$ cat src/hdl/hffa_pkg.sv
`default_nettype none
package hffa_pkg;

	localparam int unsigned SUM_W = 34;
	localparam int unsigned DVD_W = 54;
	localparam int unsigned DVS_W = 44;
	localparam int unsigned CNT_W = 6;

	localparam logic [23:0] BACKGROUND_ID = 24'hFFFFFF;
	localparam logic [30:0] INV_PI_Q32 = 31'd1367130551;
	localparam logic [SUM_W-1:0] SUM_MAX = {SUM_W{1'b1}};

	localparam logic [CNT_W-1:0] WGT_STEPS = CNT_W'(DVD_W);

	typedef struct packed {
		logic capture;
		logic calc_row;
		logic div_ld_wgt;
		logic div_step;
		logic calc_uv;
		logic calc_sq;
		logic calc_d;
		logic calc_kd2;
		logic calc_prod;
		logic mem_rd;
		logic mem_wr_acc;
		logic mem_wr_rd;
		logic res_zero;
		logic out_load;
		logic clr_we;
	} hffa_cmd_t;

	typedef struct packed {
		logic kind;
		logic skip;
		logic in_range;
	} hffa_sts_t;

endpackage
`default_nettype wire

$ cat src/hdl/hffa_ctrl.sv
`default_nettype none
module hffa_ctrl #(
	parameter int unsigned MAX_PATCHES = 1024,
	parameter int unsigned AW = $clog2(MAX_PATCHES)
) (
	input  wire logic                 clk,
	input  wire logic                 arst_n,
	input  wire logic                 in_valid,
	output logic                      in_stall,
	output logic                      out_valid,
	input  wire logic                 out_stall,
	input  wire hffa_pkg::hffa_sts_t  sts,
	output hffa_pkg::hffa_cmd_t       cmd,
	output logic [AW-1:0]             clr_addr
);
	import hffa_pkg::*;

	typedef enum logic [3:0] {
		S_CLR, S_IDLE, S_CHK, S_ROW, S_UV, S_SQ, S_D, S_KD2, S_PROD, S_DIV,
		S_RD, S_WR, S_OUT
	} state_t;

	state_t           state_q;
	logic [AW:0]      clr_q;
	logic [CNT_W-1:0] cnt_q;
	logic             accept;

	assign in_stall = (state_q != S_IDLE);
	assign accept = in_valid && !in_stall;
	assign clr_addr = clr_q[AW-1:0];

	always_comb begin
		cmd = '0;
		cmd.clr_we = (state_q == S_CLR);
		cmd.capture = accept;
		cmd.calc_row = (state_q == S_ROW);
		cmd.res_zero = (state_q == S_CHK) && sts.kind && !sts.in_range;
		cmd.calc_uv = (state_q == S_UV);
		cmd.calc_sq = (state_q == S_SQ);
		cmd.calc_d = (state_q == S_D);
		cmd.calc_kd2 = (state_q == S_KD2);
		cmd.calc_prod = (state_q == S_PROD);
		cmd.div_ld_wgt = (state_q == S_DIV) && (cnt_q == WGT_STEPS);
		cmd.div_step = (state_q == S_DIV) && (cnt_q != WGT_STEPS);
		cmd.mem_rd = (state_q == S_RD);
		cmd.mem_wr_acc = (state_q == S_WR) && !sts.kind;
		cmd.mem_wr_rd = (state_q == S_WR) && sts.kind;
		cmd.out_load = (state_q == S_OUT) && (!out_valid || !out_stall);
	end

	always_ff @(posedge clk or negedge arst_n) begin
		if (!arst_n) begin
			state_q <= S_CLR;
			clr_q <= '0;
			cnt_q <= '0;
			out_valid <= 1'b0;
		end else begin
			if (cmd.out_load) begin
				out_valid <= 1'b1;
			end else if (!out_stall) begin
				out_valid <= 1'b0;
			end
			unique case (state_q)
				S_CLR: begin
					clr_q <= clr_q + 1'b1;
					if (clr_q == (AW+1)'(MAX_PATCHES - 1)) begin
						state_q <= S_IDLE;
					end
				end
				S_IDLE: begin
					if (accept) begin
						state_q <= S_CHK;
					end
				end
				S_CHK: begin
					if (sts.kind) begin
						state_q <= sts.in_range ? S_RD : S_OUT;
					end else if (sts.skip) begin
						state_q <= S_IDLE;
					end else begin
						state_q <= S_ROW;
					end
				end
				S_ROW:  state_q <= S_UV;
				S_UV:   state_q <= S_SQ;
				S_SQ:   state_q <= S_D;
				S_D:    state_q <= S_KD2;
				S_KD2:  state_q <= S_PROD;
				S_PROD: begin
					cnt_q <= WGT_STEPS;
					state_q <= S_DIV;
				end
				S_DIV: begin
					// loads the divider first, then one quotient bit per cycle
					cnt_q <= cnt_q - 1'b1;
					if (cnt_q == '0) begin
						state_q <= S_RD;
					end
				end
				S_RD:   state_q <= S_WR;
				S_WR:   state_q <= sts.kind ? S_OUT : S_IDLE;
				S_OUT: begin
					if (cmd.out_load) begin
						state_q <= S_IDLE;
					end
				end
				default: state_q <= S_IDLE;
			endcase
		end
	end

endmodule
`default_nettype wire

$ cat config.mk
export PLATFORM = sky130hd
export DESIGN_NAME = hffa_ctrl
export DESIGN_NICKNAME = d
export VERILOG_FILES = /design/src/hdl/hffa_pkg.sv /design/src/hdl/hffa_ctrl.sv
export SDC_FILE = /design/constraint.sdc
export NUM_CORES = 1
export LEC_CHECK = 0
export BUFFER_PORTS_ARGS = -buffer_cell sky130_fd_sc_hd__buf_4
export CAP_MARGIN = 20
export CELL_PAD_IN_SITES_DETAIL_PLACEMENT = 0
export CELL_PAD_IN_SITES_GLOBAL_PLACEMENT = 1
export CORE_ASPECT_RATIO = 0.7
export CORE_UTILIZATION = 40
export DETAILED_ROUTE_END_ITERATION = 6
export MAX_ROUTING_LAYER = met4
export PLACE_DENSITY_LB_ADDON = 0.1
export SYNTH_ARGS = -nofsm -noshare
export SYNTH_HDL_FRONTEND = slang
export SYNTH_SLANG_ARGS = --single-unit
$ cat constraint.sdc
create_clock -name clk -period 3.45 [get_ports clk]
set_input_delay 0.1725 -clock clk [delete_from_list [all_inputs] [get_ports clk]]
set_output_delay 0.1725 -clock clk [all_outputs]
set_load 0.1 [all_outputs]
Word-level counts from Yosys, hierarchy flattened
Index checks and enable logic that the tools add are counted.
{"block": "classes", "add_sub_neg": 2, "n_eq_ne": 21, "mux": 12, "n_reduce_logical": 18}
{"op": "$pmux W4 S13", "n": 1}
{"op": "$mux W4", "n": 6}
{"op": "$eq A4 B4 Y1 const B", "n": 5}
{"op": "$eq A4 B3 Y1 const B", "n": 4}
{"op": "$pmux W6 S2", "n": 1}
{"op": "$add A11 B1 Y11 const B", "n": 1}
{"op": "$eq A11 B10 Y1 const B", "n": 1}
{"op": "$eq A4 B2 Y1 const B", "n": 2}
{"op": "$logic_and A1 B1 Y1", "n": 8}
{"op": "$eq A6 B6 Y1 const B", "n": 1}
{"op": "$logic_not A6 Y1", "n": 1}
{"op": "$ne A2 B1 Y1 const B", "n": 3}
{"op": "$ne A6 B6 Y1 const B", "n": 1}
{"op": "$sub A6 B1 Y6 const B", "n": 1}
{"op": "$logic_not A1 Y1", "n": 5}
{"op": "$eq A4 B1 Y1 const B", "n": 1}
{"op": "$logic_not A4 Y1", "n": 1}
{"op": "$ne A2 B2 Y1 const B", "n": 2}
{"op": "$ne A4 B1 Y1 const B", "n": 1}
{"op": "$reduce_and A4 Y1", "n": 1}
{"op": "$mux W3", "n": 1}
{"op": "$mux W1", "n": 2}
{"op": "$mux W2", "n": 1}
{"op": "$reduce_bool A2 Y1", "n": 1}
{"op": "$logic_or A1 B1 Y1", "n": 1}
{"block": "totals", "register_bits": 22, "inputBits": 7, "output_inout_bits": 27, "elab_cells": 57}

Logic depth before layout (Yosys ltp)
Gate-level depths: netlist (run 1).
{"block": "logic_depth", "word_depth": 5, "depth_mapped": 7, "mapped_depth_nobuf": 6}

Least setup slack after synthesis (run 1)
Ideal clock, no wire load.
{"block": "synth_path", "path_type": "reg2reg", "start": "reg state_q[2]", "end": "reg state_q[2]", "setup_time_ps": 64, "arrival_ps": 3381, "required_time_ps": 3386, "setup_slack_ps": 6, "stages_incl_launch_ff": 8, "path_buffers": 1, "synth_period_minus_slack_ps": 3444, "cell_sequence": "dfrtp_1 -> inv_1 -> ha_1 -> buf_2 -> nand2b_1 -> nor3_1 -> o41a_1 -> mux2_4"}
{"block": "synth_via", "elab_chain_len": 5, "elab_cells_between_ends": 23, "cone_classes": "eq/ne (17); mux (1); reduce/logical (5)"}
{"element": "start: declaration", "line": "hffa_ctrl.sv:23", "text": "state_t state_q;"}
{"element": "start signal: assignment", "line": "hffa_ctrl.sv:77", "text": "state_q <= sts.in_range ? S_RD : S_OUT;"}
{"element": "start signal: assignment", "line": "hffa_ctrl.sv:101", "text": "S_WR: state_q <= sts.kind ? S_OUT : S_IDLE;"}
{"element": "$ne A4 B1 Y1", "line": "hffa_ctrl.sv:28", "text": "assign in_stall = (state_q != S_IDLE);"}
{"element": "$logic_not A1 Y1", "line": "hffa_ctrl.sv:29", "text": "assign accept = in_valid && !in_stall;"}
{"element": "$logic_and A1 B1 Y1", "line": "hffa_ctrl.sv:29"}
{"element": "$ne A2 B2 Y1 (no line)"}
{"element": "$reduce_and A4 Y1 (no line)"}
Parallel ways exist; a longest one is shown, timed or not.
A chain may end at the register's enable or synchronous reset.

==> results of run 1 <==
[cells by family (layout without fill, tap and decap cells)]
kind of cell | count (synthesis) | in the layout
xor+xnor | 10 | 10
mux | 5 | 5
flops | 22 | 22
simple gates | 57 | 57
compound gates | 24 | 24
buf+inv | 22 | 45
fa+ha+maj | 10 | 10
[per-stage QoR]
stage / util / cells
after floorplan: - / 150
after global placement: 0.502 / 215
after detailed placement: 0.502 / 215
after CTS: 0.527 / 220
after global routing: 0.527 / 220
final: 0.527 / 220
[what timing repair did]
action | CTS | global route
setup buffers | 0 | 0
endpoints found under the setup margin | 0 | 0
hold buffers | 1 | 0
hold endpoints to repair | 22 | 0
[how the worst min path moves through the flow]
stage                             to  depth (start not counted)
3_3_place_gp    cnt_q[0]$_DFFE_PN0P_                          1
4_1_cts        out_valid$_DFFE_PN0P_                          3
6_report       out_valid$_DFFE_PN0P_                          3
5_1_grt        out_valid$_DFFE_PN0P_                          3
3_5_place_dp    cnt_q[0]$_DFFE_PN0P_                          1
2_1_floorplan   clr_q[0]$_DFFE_PN0P_                          0
[worst register-to-register path, stage by stage (launching register included)]
cell and delay, ns:
dfrtp_1 0.42, inv_1 0.13, ha_1 0.37, nor3b_4 0.48
o41ai_2 0.18, o2111ai_4 0.14, mux2_4 0.34
[synth_stat cells (2+ instances only)]
cell | instances | area share
a211o_1 | 2 | 0.012
and3_1 | 6 | 0.026
buf_2 | 2 | 0.0069
and2_1 | 4 | 0.017
nand3_1 | 5 | 0.017
dfrtp_1 | 22 | 0.38
nand2_1 | 11 | 0.028
a31oi_1 | 2 | 0.0086
mux2i_1 | 3 | 0.021
nand3b_1 | 2 | 0.010
nor3_1 | 5 | 0.017
a211oi_1 | 3 | 0.015
o21ai_0 | 3 | 0.010
a21oi_1 | 5 | 0.017
xnor2_1 | 6 | 0.036
buf_4 | 11 | 0.057
inv_1 | 7 | 0.018
clkbuf_1 | 2 | 0.0051
ha_1 | 10 | 0.086
nand4_1 | 6 | 0.026
nor2b_1 | 2 | 0.0086
nor2_1 | 9 | 0.023
xor2_1 | 4 | 0.024
[registers in the layout (all words and copies together), names as in the netlist]
name,flops
clr_q,11
cnt_q,6
out_valid,1
state_q,4
[routing by layer]
metal  part of all wire  GRT usage  vias to the layer above
met5                  0          -                        -
met4             0.0056     0.0377                        0
met3              0.039     0.0481                        2
met2               0.43      0.273                       24
met1               0.53      0.279                      558
li1                   -          -                      566
[final cells by class]
cell class / instances / area, µm² / area share
clock buffer: 3 / 41.3 / 0.0236
clock inverter: 1 / 30.0 / 0.0172
inverter: 7 / 26.3 / 0.0150
multi-input combinational: 106 / 783 / 0.448
sequential: 22 / 551 / 0.315
tap: 47 / 58.8 / 0.0336
timing repair buffer: 34 / 258 / 0.147
==> qor.tcl, run 1 <==
set qor(final.hold.worst_slack_ns) 0.124
set qor(cts.repair.resized) 0
set qor(regToRegStartpoint) {state_q[3]$_DFFE_PN0P_}
set qor(grt_resource_usage_total) 0.193
set qor(cts_buffer_depth) 2
set qor(antenna_found_initial) 0
set qor(synthToLayoutAreaGrowth_pct) 19.7
set qor(timing.final.crit_share) 0.645
set qor(endpoint) {cmd[0]}
set qor(die_x_um) 74.2
set qor(insertedDiodeCount) 0
set qor(synth_enable_flop_cells) 0
set qor(slew_headroom) 0.620
set qor(tritoncts) {yes}
set qor(place_ws_ns) 1.27
set qor(endpoint_type_of_the_worst_setup_path) {output port}
set qor(timing.critical_path.max_delay_family) {buffers and inverters}
set qor(fin_ws_ns) 1.23
set qor(fin_worst_skew_ns) 0.0105
set qor(rr_worst_depth) 6
set qor(grt-ovfl-total) 0
set qor(drive_gt1_frac) 0.254
set qor(detail_route.wirelength_um) 3190
set qor(setup_viol) 0
set qor(worst_pin_slew_ns) 0.565
set qor(final_cell_area_um2) 1750
set qor(main_combinational_cell_family_by_area_after_synthesis) {simple AND/OR/NAND/NOR gates}
set qor(finalMaxSlewViolations) 0
set qor(timing.final.crit_period_ns) 2.22
set qor(detailroute.via_count) 1150
set qor(rows) 17
set qor(detail-route-antenna-nets) 0
set qor(crit_start) {state_q[3]$_DFFE_PN0P_}
set qor(final_wtd_congestion) 0.917
set qor(grt_setup_unrepaired) {no}
set qor(synth_cell_type_count) 41
set qor(timing.setup.critical_path_class) {flip-flop to output port}
set qor(yosys_warnings) 0
set qor(dominantRegCellSynth) {dfrtp_1}
set qor(place.port_buffers) 33
set qor(total_clock_buffers_created_by_cts) 3
set qor(required_ns) 3.28
set qor(asyncSetResetFlopFracSynth) 1.00
set qor(postPlaceCellArea_um2) 1670
set qor(worst-path-buf-inv) 2
set qor(clock_latency_ns) 0.27
set qor(nNetsFinal) 191
set qor(arrival_ns) 2.05
set qor(synth_seq_area_share) 0.377
set qor(drt-initial-drc-count) 63
set qor(fin_tns_setup_ns) 0
set qor(htree_levels) 1
set qor(compound_gate_fraction_of_synth_area) 0.135
set qor(drv_cap) 0
set qor(number_of_global_route_vias_before_repair) 1092
set qor(critical_path.max_stage_delay_ns) 0.48
set qor(chipHeight_um) 52.6
set qor(path_clk_slew_ns) 0.08
set qor(floorplan.io_pins) 34
set qor(top_fanout_value_on_the_critical_path) 10
set qor(hold_start) {out_stall}
set qor(core_um2) 3320
set qor(hold_violations) 0
set qor(routed_via_density) 5.23
set qor(cts_sinks) 22
set qor(synthAdderAreaFrac) 0.0857
set qor(max_freq_mhz) 450
set qor(critical-path-slowest-cell) {nor3b_4}
set qor(synth_xor_xnor_area_share) 0.0600
set qor(clock_tree.root_cell) {clkbuf_8}
set qor(drt-wirelength-per-cell_um) 14.5
set qor(die_area_um2) 3900
set qor(r2r-end) {state_q[2]$_DFFE_PN0P_}
set qor(crit_path_start_kind) {flip-flop}
set qor(synth_simple_gate_area_frac) 0.218
set qor(layout.filler_cells) 324
set qor(place.detailed.hpwl_um) 2420
set qor(floorplan.initialDensity) 0.440
set qor(mostFrequentLayoutCells) {buf_4, dfrtp_1, nand2_1}
set qor(syn-num-nets) 167
set qor(detail_route.first_pass.iterations) 4
set qor(synth_mux_area_frac) 0.0386
set qor(timing.hold.worst.class) {input port to flip-flop}
set qor(route.detailed.drc) 0
set qor(most_common_cell_after_layout_fill_and_taps_aside) {buf_4}
set qor(syn-instance-count) 150
set qor(syn_area_um2) 1460
set qor(grt_pass1_wl_um) 5400
set qor(grt_max_degree) 23
set qor(yosys_register_bits) 22
set qor(crit_path_cell_trace) {inv_1 > ha_1 > nor3b_4 > buf_4}
set qor(reg2reg_setup_slack_ns) 1.27
set qor(crit_cells) 4
set qor(status) {complete, no violations}
set qor(syn_area_per_cell_um2) 9.73
Power of run 1 is left out: the tool's default activity adds up to more than one toggle a clock period on the data nets, which glitch-free logic cannot reach.
==> run 2, diff against run 1 <==
ABC_AREA = 1   (was unset)
CORE_UTILIZATION = 39   (was 40)
clock period = 2.3 ns   (was 3.45 ns; I/O delays follow)
==> run 2 against run 1 <==
Global-route usage is 1.3 points lower. Setup slack worse by 0.81 ns. Via count is 14% higher. Sequential share of layout area is 1.6 points lower. Design area is 5.2% higher. Final cell count is 25% higher. Routed wire length is 0.47% higher. Register-to-register slack worse by 0.61 ns. Synthesized area is 6.3% higher. Critical endpoint is now cmd[2]. Synthesized cell count is 33% higher. Core utilization is 2.6 points lower.
==> qor.tcl, run 2 <==
set qor(finalMaxSlewViolations) 0 ;# unchanged
set qor(synth_cell_type_count) 27 ;# was 41
set qor(slew_headroom) 0.719 ;# was 0.620
set qor(detail_route.wirelength_um) 3200 ;# was 3190 µm
set qor(drive_gt1_frac) 0.267 ;# was 0.254
set qor(synth_seq_area_share) 0.355 ;# was 0.377
set qor(timing.critical_path.max_delay_family) {flip-flops} ;# was buffers and inverters
set qor(routed_via_density) 4.76 ;# was 5.23
set qor(crit_path_cell_trace) {inv_1 > ha_1 > nand3_2 > nor2_2 > buf_4} ;# was inv_1 > ha_1 > nor3b_4 > buf_4
set qor(power-per-cell-area_nw_per_um2) 1340
set qor(static-leakage-power_uw) 0.00103
set qor(crit_path_start_kind) {flip-flop} ;# unchanged
set qor(layout.filler_cells) 377 ;# was 324
set qor(insertedDiodeCount) 0 ;# unchanged
set qor(synthMostInstantiatedCell) {nand2_1} ;# was dfrtp_1
set qor(detail-route-antenna-nets) 0 ;# unchanged
set qor(seqCellArea_um2) 551 ;# unchanged
set qor(largest_reg_flops) 11 ;# unchanged
set qor(synth_enable_flop_cells) 0 ;# unchanged
set qor(top_fanout_value_on_the_critical_path) 5 ;# was 10
set qor(cts_sinks) 22 ;# unchanged
set qor(internal-power_uw) 1010
set qor(asyncSetResetFlopFracSynth) 1.00 ;# unchanged
set qor(place.port_buffers) 33 ;# unchanged
set qor(nNetsFinal) 243 ;# was 191
set qor(drt-wirelength-per-cell_um) 11.6 ;# was 14.5 µm
set qor(endpoint) {cmd[2]} ;# was cmd[0]
set qor(grt_max_degree) 23 ;# unchanged
set qor(clock_latency_ns) 0.26 ;# was 0.27 ns
set qor(max_freq_mhz) 530
set qor(grt_resource_usage_total) 0.180 ;# was 0.193
set qor(chipHeight_um) 54.8 ;# was 52.6 µm
set qor(r2r-end) {state_q[2]$_DFFE_PN0P_} ;# unchanged
set qor(multi_input_area_um2) 793 ;# was 783 µm²
set qor(timing.final.crit_share) 0.821
set qor(pwr-share-seq) 0.268
set qor(dominantRegCellSynth) {dfrtp_1} ;# unchanged
set qor(synth_area_leaders) {dfrtp_1, nand2_1, ha_1} ;# was dfrtp_1, ha_1, buf_4
set qor(reg2reg_setup_slack_ns) 0.66 ;# was 1.27 ns
set qor(ir_worst_vdd_uv) 961
set qor(post_cts_setup_buffer_count) 0 ;# unchanged
set qor(hold_buf_count_cts) 1 ;# unchanged
set qor(drt-initial-drc-count) 78 ;# was 63
set qor(fin_ws_ns) 0.412 ;# was 1.23 ns
set qor(core_um2) 3670 ;# was 3320 µm²
set qor(grt_setup_unrepaired) {no} ;# unchanged
set qor(fin_util) 0.501 ;# was 0.527
set qor(worst-path-buf-inv) 2 ;# unchanged
set qor(synth.cells.most_frequent) {nand2_1, inv_1, dfrtp_1, nor2_1, nand3_1} ;# was dfrtp_1, buf_4, nand2_1, ha_1, nor2_1
set qor(htree_levels) 1 ;# unchanged
set qor(clock_tree.root_cell) {clkbuf_8} ;# unchanged
set qor(place.detailed.hpwl_um) 2610 ;# was 2420 µm
set qor(top_register) {clr_q} ;# unchanged
set qor(fin_tns_setup_ns) 0 ;# unchanged
set qor(critical-path-slowest-cell) {dfrtp_1} ;# was nor3b_4
set qor(worst_pin_slew_ns) 0.421 ;# was 0.565 ns
set qor(power_frac_clock) 0.112
set qor(floorplan.initialDensity) 0.423 ;# was 0.440
set qor(crit_start) {state_q[2]$_DFFE_PN0P_} ;# was state_q[3]$_DFFE_PN0P_
set qor(die_area_um2) 4240 ;# was 3900 µm²
set qor(arrival_ns) 1.77 ;# was 2.05 ns
set qor(tritoncts) {yes} ;# unchanged
set qor(hold_start) {out_stall} ;# unchanged
set qor(syn-instance-count) 200 ;# was 150
set qor(netlist.top_cell.by_area) {dfrtp_1} ;# unchanged
set qor(status) {complete, no violations} ;# unchanged
set qor(synthToLayoutAreaGrowth_pct) 18.5 ;# was 19.7%
set qor(syn-num-nets) 217 ;# was 167
set qor(rows) 18 ;# was 17
set qor(sw_ratio) 0.588
set qor(yosys_warnings) 0 ;# unchanged
set qor(yosys_register_bits) 22 ;# unchanged
set qor(hold_violations) 0 ;# unchanged
set qor(total_clock_buffers_created_by_cts) 3 ;# unchanged
set qor(route.detailed.drc) 0 ;# unchanged
set qor(endpoint_type_of_the_worst_setup_path) {output port} ;# unchanged
set qor(postPlaceCellArea_um2) 1770 ;# was 1670 µm²
set qor(detailroute.via_count) 1308 ;# was 1150
set qor(required_ns) 2.18 ;# was 3.28 ns
set qor(detail_route.first_pass.iterations) 4 ;# unchanged
set qor(yosysTopAreaCellShare) 0.355 ;# was 0.377
set qor(timing.hold.worst.class) {input port to flip-flop} ;# unchanged
set qor(cts.repair.resized) 0 ;# unchanged
set qor(switching_power_uw) 1450
set qor(most_common_cell_after_layout_fill_and_taps_aside) {nand2_1} ;# was buf_4
set qor(syn_area_per_cell_um2) 7.76 ;# was 9.73 µm²
set qor(comb_power_share) 0.620
set qor(regToRegStartpoint) {state_q[2]$_DFFE_PN0P_} ;# was state_q[3]$_DFFE_PN0P_
set qor(reg.largest.list) {clr_q: 11 flops, cnt_q: 6 flops, state_q: 4 flops} ;# unchanged
set qor(cts_buffer_depth) 2 ;# unchanged
set qor(fin_worst_skew_ns) 0.00245 ;# was 0.0105 ns
set qor(number_of_global_route_vias_before_repair) 1209 ;# was 1092
set qor(floorplan.io_pins) 34 ;# unchanged
set qor(place_ws_ns) 0.657 ;# was 1.27 ns
set qor(path_clk_slew_ns) 0.08 ;# about the same
set qor(crit_cells) 5 ;# was 4
set qor(setup_viol) 0 ;# unchanged
set qor(grt_pass1_wl_um) 5610 ;# was 5400 µm
set qor(final_cell_area_um2) 1840 ;# was 1750 µm²
set qor(antenna_found_initial) 0 ;# unchanged
set qor(timing.final.crit_period_ns) 1.89
set qor(drv_cap) 0 ;# unchanged
set qor(critical_path.max_stage_delay_ns) 0.43 ;# was 0.48 ns
set qor(timing.setup.critical_path_class) {flip-flop to output port} ;# unchanged
set qor(syn_area_um2) 1550 ;# was 1460 µm²
set qor(grt-ovfl-total) 0 ;# unchanged
set qor(rr_worst_depth) 8 ;# was 6
set qor(mostFrequentLayoutCells) {nand2_1, buf_4, inv_1} ;# was buf_4, dfrtp_1, nand2_1
set qor(die_x_um) 77.4 ;# was 74.2 µm
set qor(final_wtd_congestion) 0.911 ;# was 0.917
==> run 2: cell types whose count changed in the layout (fill, tap and decap cells not counted), moves of 4 or more <==
cell / change
nand2_1: +30
nand3_1: +14
o21ai_1: +4
and2_1: -4
nor2_2: +6
inv_1: +21
nor2_1: +8
inv_2: +4
and3_1: -6
==> run 2: area by class of cell <==
cell class / count / share of cell area
Tap cell: 50 / 0.0340
Multi-Input combinational cell: 133 / 0.431
Clock buffer: 4 / 0.0299
Timing Repair Buffer: 34 / 0.140
Sequential cell: 22 / 0.299
Inverter: 32 / 0.0653
==> run 2: power groups by stage <==
stage	logic (µW)	clock network, µW	registers [µW]
after global placement	1530	0	664
after global routing	1650	307	682
final	1530	276	659
after detailed placement	1530	0	667
after floorplan	1410	0	600
after CTS	1530	289	660
==> run 2: through the flow <==
stage / hold slack, ns / cells / power (µW)
finish: 0.0940 / 275 / 2460
global route: 0.111 / 275 / 2640
CTS: 0.0872 / 275 / 2480
detailed placement: 0.0265 / 270 / 2190
global placement: 0.0266 / 270 / 2190
floorplan: -0.181 / 200 / 2010
==> run 2: per-layer routing <==
metal | vias to the layer above | GRT usage | part of all wire
li1 | 666 | - | -
met1 | 608 | 0.245 | 0.52
met2 | 32 | 0.276 | 0.43
met3 | 2 | 0.0400 | 0.045
met4 | 0 | 0.0377 | 0.0044
met5 | - | - | 0
==> run 2: worst min-delay path by stage <==
stage	to	slack, ns	depth (start not counted)
floorplan	clr_q[0]$_DFFE_PN0P_	-0.18	0
global placement	cnt_q[2]$_DFFE_PN0P_	0.03	1
detailed placement	cnt_q[4]$_DFFE_PN0P_	0.03	1
CTS	out_valid$_DFFE_PN0P_	0.09	3
global route	out_valid$_DFFE_PN0P_	0.11	3
finish	out_valid$_DFFE_PN0P_	0.09	3
==> run 2: tightest hold or removal path: stages <==
cell and delay, ns:
buf_4 0.09, nand2_1 0.06, nand2_1 0.06
==> run 2: cell families (layout without fill, tap and decap cells) <==
logic type | count (synthesis) | count (layout) | synth area share
AOI/OAI and AO/OA | 14 | 14 | 0.0492
xor gates and xnor gates | 9 | 9 | 0.0508
adders and majority gates | 10 | 10 | 0.0806
buffers and inverters | 45 | 70 | 0.145
DFF | 22 | 22 | 0.355
and+or+nand+nor | 100 | 100 | 0.319
(Power assumes the default switching activity.)
==> run 3, diff against run 2 <==
ABC_AREA = 0   (was 1)
CORE_UTILIZATION = 40   (was 39)
clock period = 1.95 ns   (was 2.3 ns; I/O delays follow)
==> run 3 against run 2 <==
Die area fell by 8.0%. Clock skew fell by 0.00052 ns. Power rose by 39%. Non-clock buffer count rose by 7. Sequential cell count did not move. Clock power rose by 56%. Via count fell by 7.3%. Design area rose by 2.4%. Largest cell class unchanged.
==> qor.tcl, run 3 (synthesis results as in run 1) <==
set qor(status) {complete, no violations} ;# unchanged
set qor(cts_sinks) 22 ;# unchanged
set qor(htree_levels) 1 ;# unchanged
set qor(largest_reg_flops) 11 ;# unchanged
set qor(fin_total_pwr_uw) 3430 ;# was 2460 µW
set qor(place.detailed.hpwl_um) 2560 ;# was 2610 µm
set qor(drt-initial-drc-count) 64 ;# was 78
set qor(finalMaxSlewViolations) 0 ;# unchanged
set qor(hold_start) {out_stall} ;# unchanged
set qor(total_clock_buffers_created_by_cts) 3 ;# unchanged
set qor(drt-wirelength-per-cell_um) 14.8 ;# was 11.6 µm
set qor(postPlaceCellArea_um2) 1760 ;# was 1770 µm²
set qor(reg.largest.list) {clr_q: 11 flops, cnt_q: 6 flops, state_q: 4 flops} ;# unchanged
set qor(reg2reg_setup_slack_ns) 0.05 ;# was 0.66 ns
set qor(top_register) {clr_q} ;# unchanged
set qor(number_of_global_route_vias_before_repair) 1133 ;# was 1209
set qor(layout.filler_cells) 303 ;# was 377
set qor(place.port_buffers) 33 ;# unchanged
set qor(crit_cells) 7 ;# was 5
set qor(worst-path-buf-inv) 2 ;# unchanged
set qor(clock_tree.root_cell) {clkbuf_8} ;# unchanged
set qor(required_ns) 2.13 ;# was 2.18 ns
set qor(synthToLayoutAreaGrowth_pct) 29.0 ;# was 18.5%
set qor(cts_buffer_depth) 2 ;# unchanged
set qor(final_cell_area_um2) 1880 ;# was 1840 µm²
set qor(core_um2) 3320 ;# was 3670 µm²
set qor(most_common_cell_after_layout_fill_and_taps_aside) {buf_4} ;# was nand2_1
set qor(grt_resource_usage_total) 0.194 ;# was 0.180
set qor(ir_worst_vdd_uv) 1130 ;# was 961 µV
set qor(nNetsFinal) 198 ;# was 243
set qor(crit_path_cell_trace) {inv_1 > ha_1 > or4b_4 > o21ai_2 > o2111ai_4 > buf_4 > a211oi_1} ;# was inv_1 > ha_1 > nand3_2 > nor2_2 > buf_4
set qor(detail_route.wirelength_um) 3360 ;# was 3200 µm
set qor(timing.critical_path.max_delay_family) {compound AO/OA/AOI/OAI gates} ;# was flip-flops
set qor(mostFrequentLayoutCells) {buf_4, dfrtp_1, nand2_1} ;# was nand2_1, buf_4, inv_1
set qor(timing.final.crit_share) 0.974
set qor(slew_headroom) 0.720 ;# was 0.719
set qor(antenna_found_initial) 0 ;# unchanged
set qor(drv_cap) 0 ;# unchanged
set qor(regToRegStartpoint) {cnt_q[1]$_DFFE_PN0P_} ;# was state_q[2]$_DFFE_PN0P_
set qor(rr_worst_depth) 7 ;# was 8
set qor(grt_setup_unrepaired) {yes} ;# was no
set qor(drive_gt1_frac) 0.361 ;# was 0.267
set qor(timing.setup.critical_path_class) {flip-flop to flip-flop} ;# was flip-flop to output port
set qor(detail-route-antenna-nets) 0 ;# unchanged
set qor(insertedDiodeCount) 0 ;# unchanged
set qor(r2r-end) {state_q[1]$_DFFE_PN0P_} ;# was state_q[2]$_DFFE_PN0P_
set qor(hold-path-endpoint) {out_valid$_DFFE_PN0P_} ;# unchanged
set qor(critical_path.max_stage_delay_ns) 0.45 ;# was 0.43 ns
set qor(floorplan.initialDensity) 0.440 ;# was 0.423
set qor(routed_via_density) 5.34 ;# was 4.76
set qor(tritoncts) {yes} ;# unchanged
set qor(chipHeight_um) 52.6 ;# was 54.8 µm
set qor(fin_ws_ns) 0.0511 ;# was 0.412 ns
set qor(timing.final.crit_period_ns) 1.90
set qor(grt_max_degree) 23 ;# unchanged
set qor(power-per-cell-area_nw_per_um2) 1820 ;# was 1340 nW/µm²
set qor(detailroute.via_count) 1213 ;# was 1308
set qor(arrival_ns) 2.08 ;# was 1.77 ns
set qor(hold_violations) 0 ;# unchanged
set qor(static-leakage-power_uw) 0.000893 ;# was 0.00103 µW
set qor(critical-path-slowest-cell) {or4b_4} ;# was dfrtp_1
set qor(finish.cell_count_without_fillers) 227 ;# was 275
set qor(die_x_um) 74.2 ;# was 77.4 µm
set qor(final_wtd_congestion) 0.875 ;# was 0.911
set qor(grt-ovfl-total) 0 ;# unchanged
set qor(path_clk_slew_ns) 0.08 ;# about the same
set qor(worst_pin_slew_ns) 0.420 ;# was 0.421 ns
set qor(route.detailed.drc) 0 ;# unchanged
set qor(placedCellCount) 221 ;# was 270
set qor(detail_route.first_pass.iterations) 4 ;# unchanged
set qor(worstHoldPathCells) 3 ;# unchanged
set qor(rows) 17 ;# was 18
set qor(endpoint_type_of_the_worst_setup_path) {flip-flop} ;# was output port
set qor(crit_path_start_kind) {flip-flop} ;# unchanged
set qor(die_area_um2) 3900 ;# was 4240 µm²
set qor(grt_pass1_wl_um) 5430 ;# was 5610 µm
set qor(max_freq_mhz) 527
set qor(timing.hold.worst.class) {input port to flip-flop} ;# unchanged
set qor(clock_latency_ns) 0.26 ;# about the same
set qor(place_ws_ns) 0.0608 ;# was 0.657 ns
set qor(final.hold.worst_slack_ns) 0.0528 ;# was 0.0940 ns
set qor(top_fanout_value_on_the_critical_path) 4 ;# was 5
set qor(setup_viol) 0 ;# unchanged
set qor(floorplan.io_pins) 34 ;# unchanged
set qor(fin_worst_skew_ns) 0.00193 ;# was 0.00245 ns
## run 3: cell count changes in the layout (fill, tap and decap cells not counted), moves of 4 or more
cell,previous run,this run
nand3_1,19,5
buf_6,0,4
and3_1,0,6
inv_1,28,4
nand2_1,41,11
o21ai_1,4,0
nor2_1,17,6
## run 3: worst register-to-register path, delay by kind of cell, from the launching register on
family,cells,cell delay [ns]
compound gates,3,0.53
fa+ha+maj,1,0.13
buf+inv,2,0.27
flops,1,0.42
simple gates,1,0.45
## run 3: timing repair
action	4_1_cts	5_1_grt
hold buffers	1	0
gates resized for setup	0	9
hold endpoints to repair	22	0
setup endpoints to repair	0	7
buffers inserted	0	1
## run 3: through the flow
| stage | util | setup TNS, ns |
|---|---|---|
| final | 0.568 | 0 |
| after global routing | 0.568 | -0.0690 |
| after CTS | 0.555 | 0 |
| after detailed placement | 0.531 | 0 |
| after global placement | 0.531 | 0 |
| after floorplan | - | -6.71 |
## run 3: how the worst max path moves through the flow
| stage | startpoint | endpoint | slack, ns |
|---|---|---|---|
| final | cnt_q[1]$_DFFE_PN0P_ | state_q[1]$_DFFE_PN0P_ | 0.05 |
| after CTS | state_q[2]$_DFFE_PN0P_ | cmd[11] | 0.002 |
| after global placement | cnt_q[0]$_DFFE_PN0P_ | state_q[1]$_DFFE_PN0P_ | 0.14 |
| after global routing | cnt_q[0]$_DFFE_PN0P_ | state_q[1]$_DFFE_PN0P_ | -0.04 |
| after detailed placement | cnt_q[0]$_DFFE_PN0P_ | state_q[1]$_DFFE_PN0P_ | 0.06 |
| after floorplan | state_q[3]$_DFFE_PN0P_ | state_q[2]$_DFFE_PN0P_ | -0.71 |
## run 3: area by class of cell
type / instances / area (µm²) / share of cell area
multi-input combinational: 106 / 851 / 0.452
clock inverter: 1 / 30.0 / 0.0159
tap: 47 / 58.8 / 0.0312
sequential: 22 / 552 / 0.293
inverter: 7 / 26.3 / 0.0139
timing repair buffer: 41 / 325 / 0.173
clock buffer: 3 / 41.3 / 0.0219
## run 3: power by group
| part | switching (µW) | total, µW | leakage, µW | internal (µW) |
|---|---|---|---|---|
| Sequential | 204 | 795 | 0.000269 | 591 |
| Clock | 155 | 430 | 0.0000357 | 274 |
| Combinational | 1520 | 2200 | 0.000588 | 686 |
## run 3: layer usage
layer | GRT usage | vias up | wire length, µm | part of all wire
li1 | - | 586 | - | -
met1 | 0.272 | 589 | 1680 | 0.50
met2 | 0.285 | 36 | 1470 | 0.44
met3 | 0.0538 | 2 | 192 | 0.057
met4 | 0.0283 | 0 | 13 | 0.0039
met5 | - | - | 0 | 0
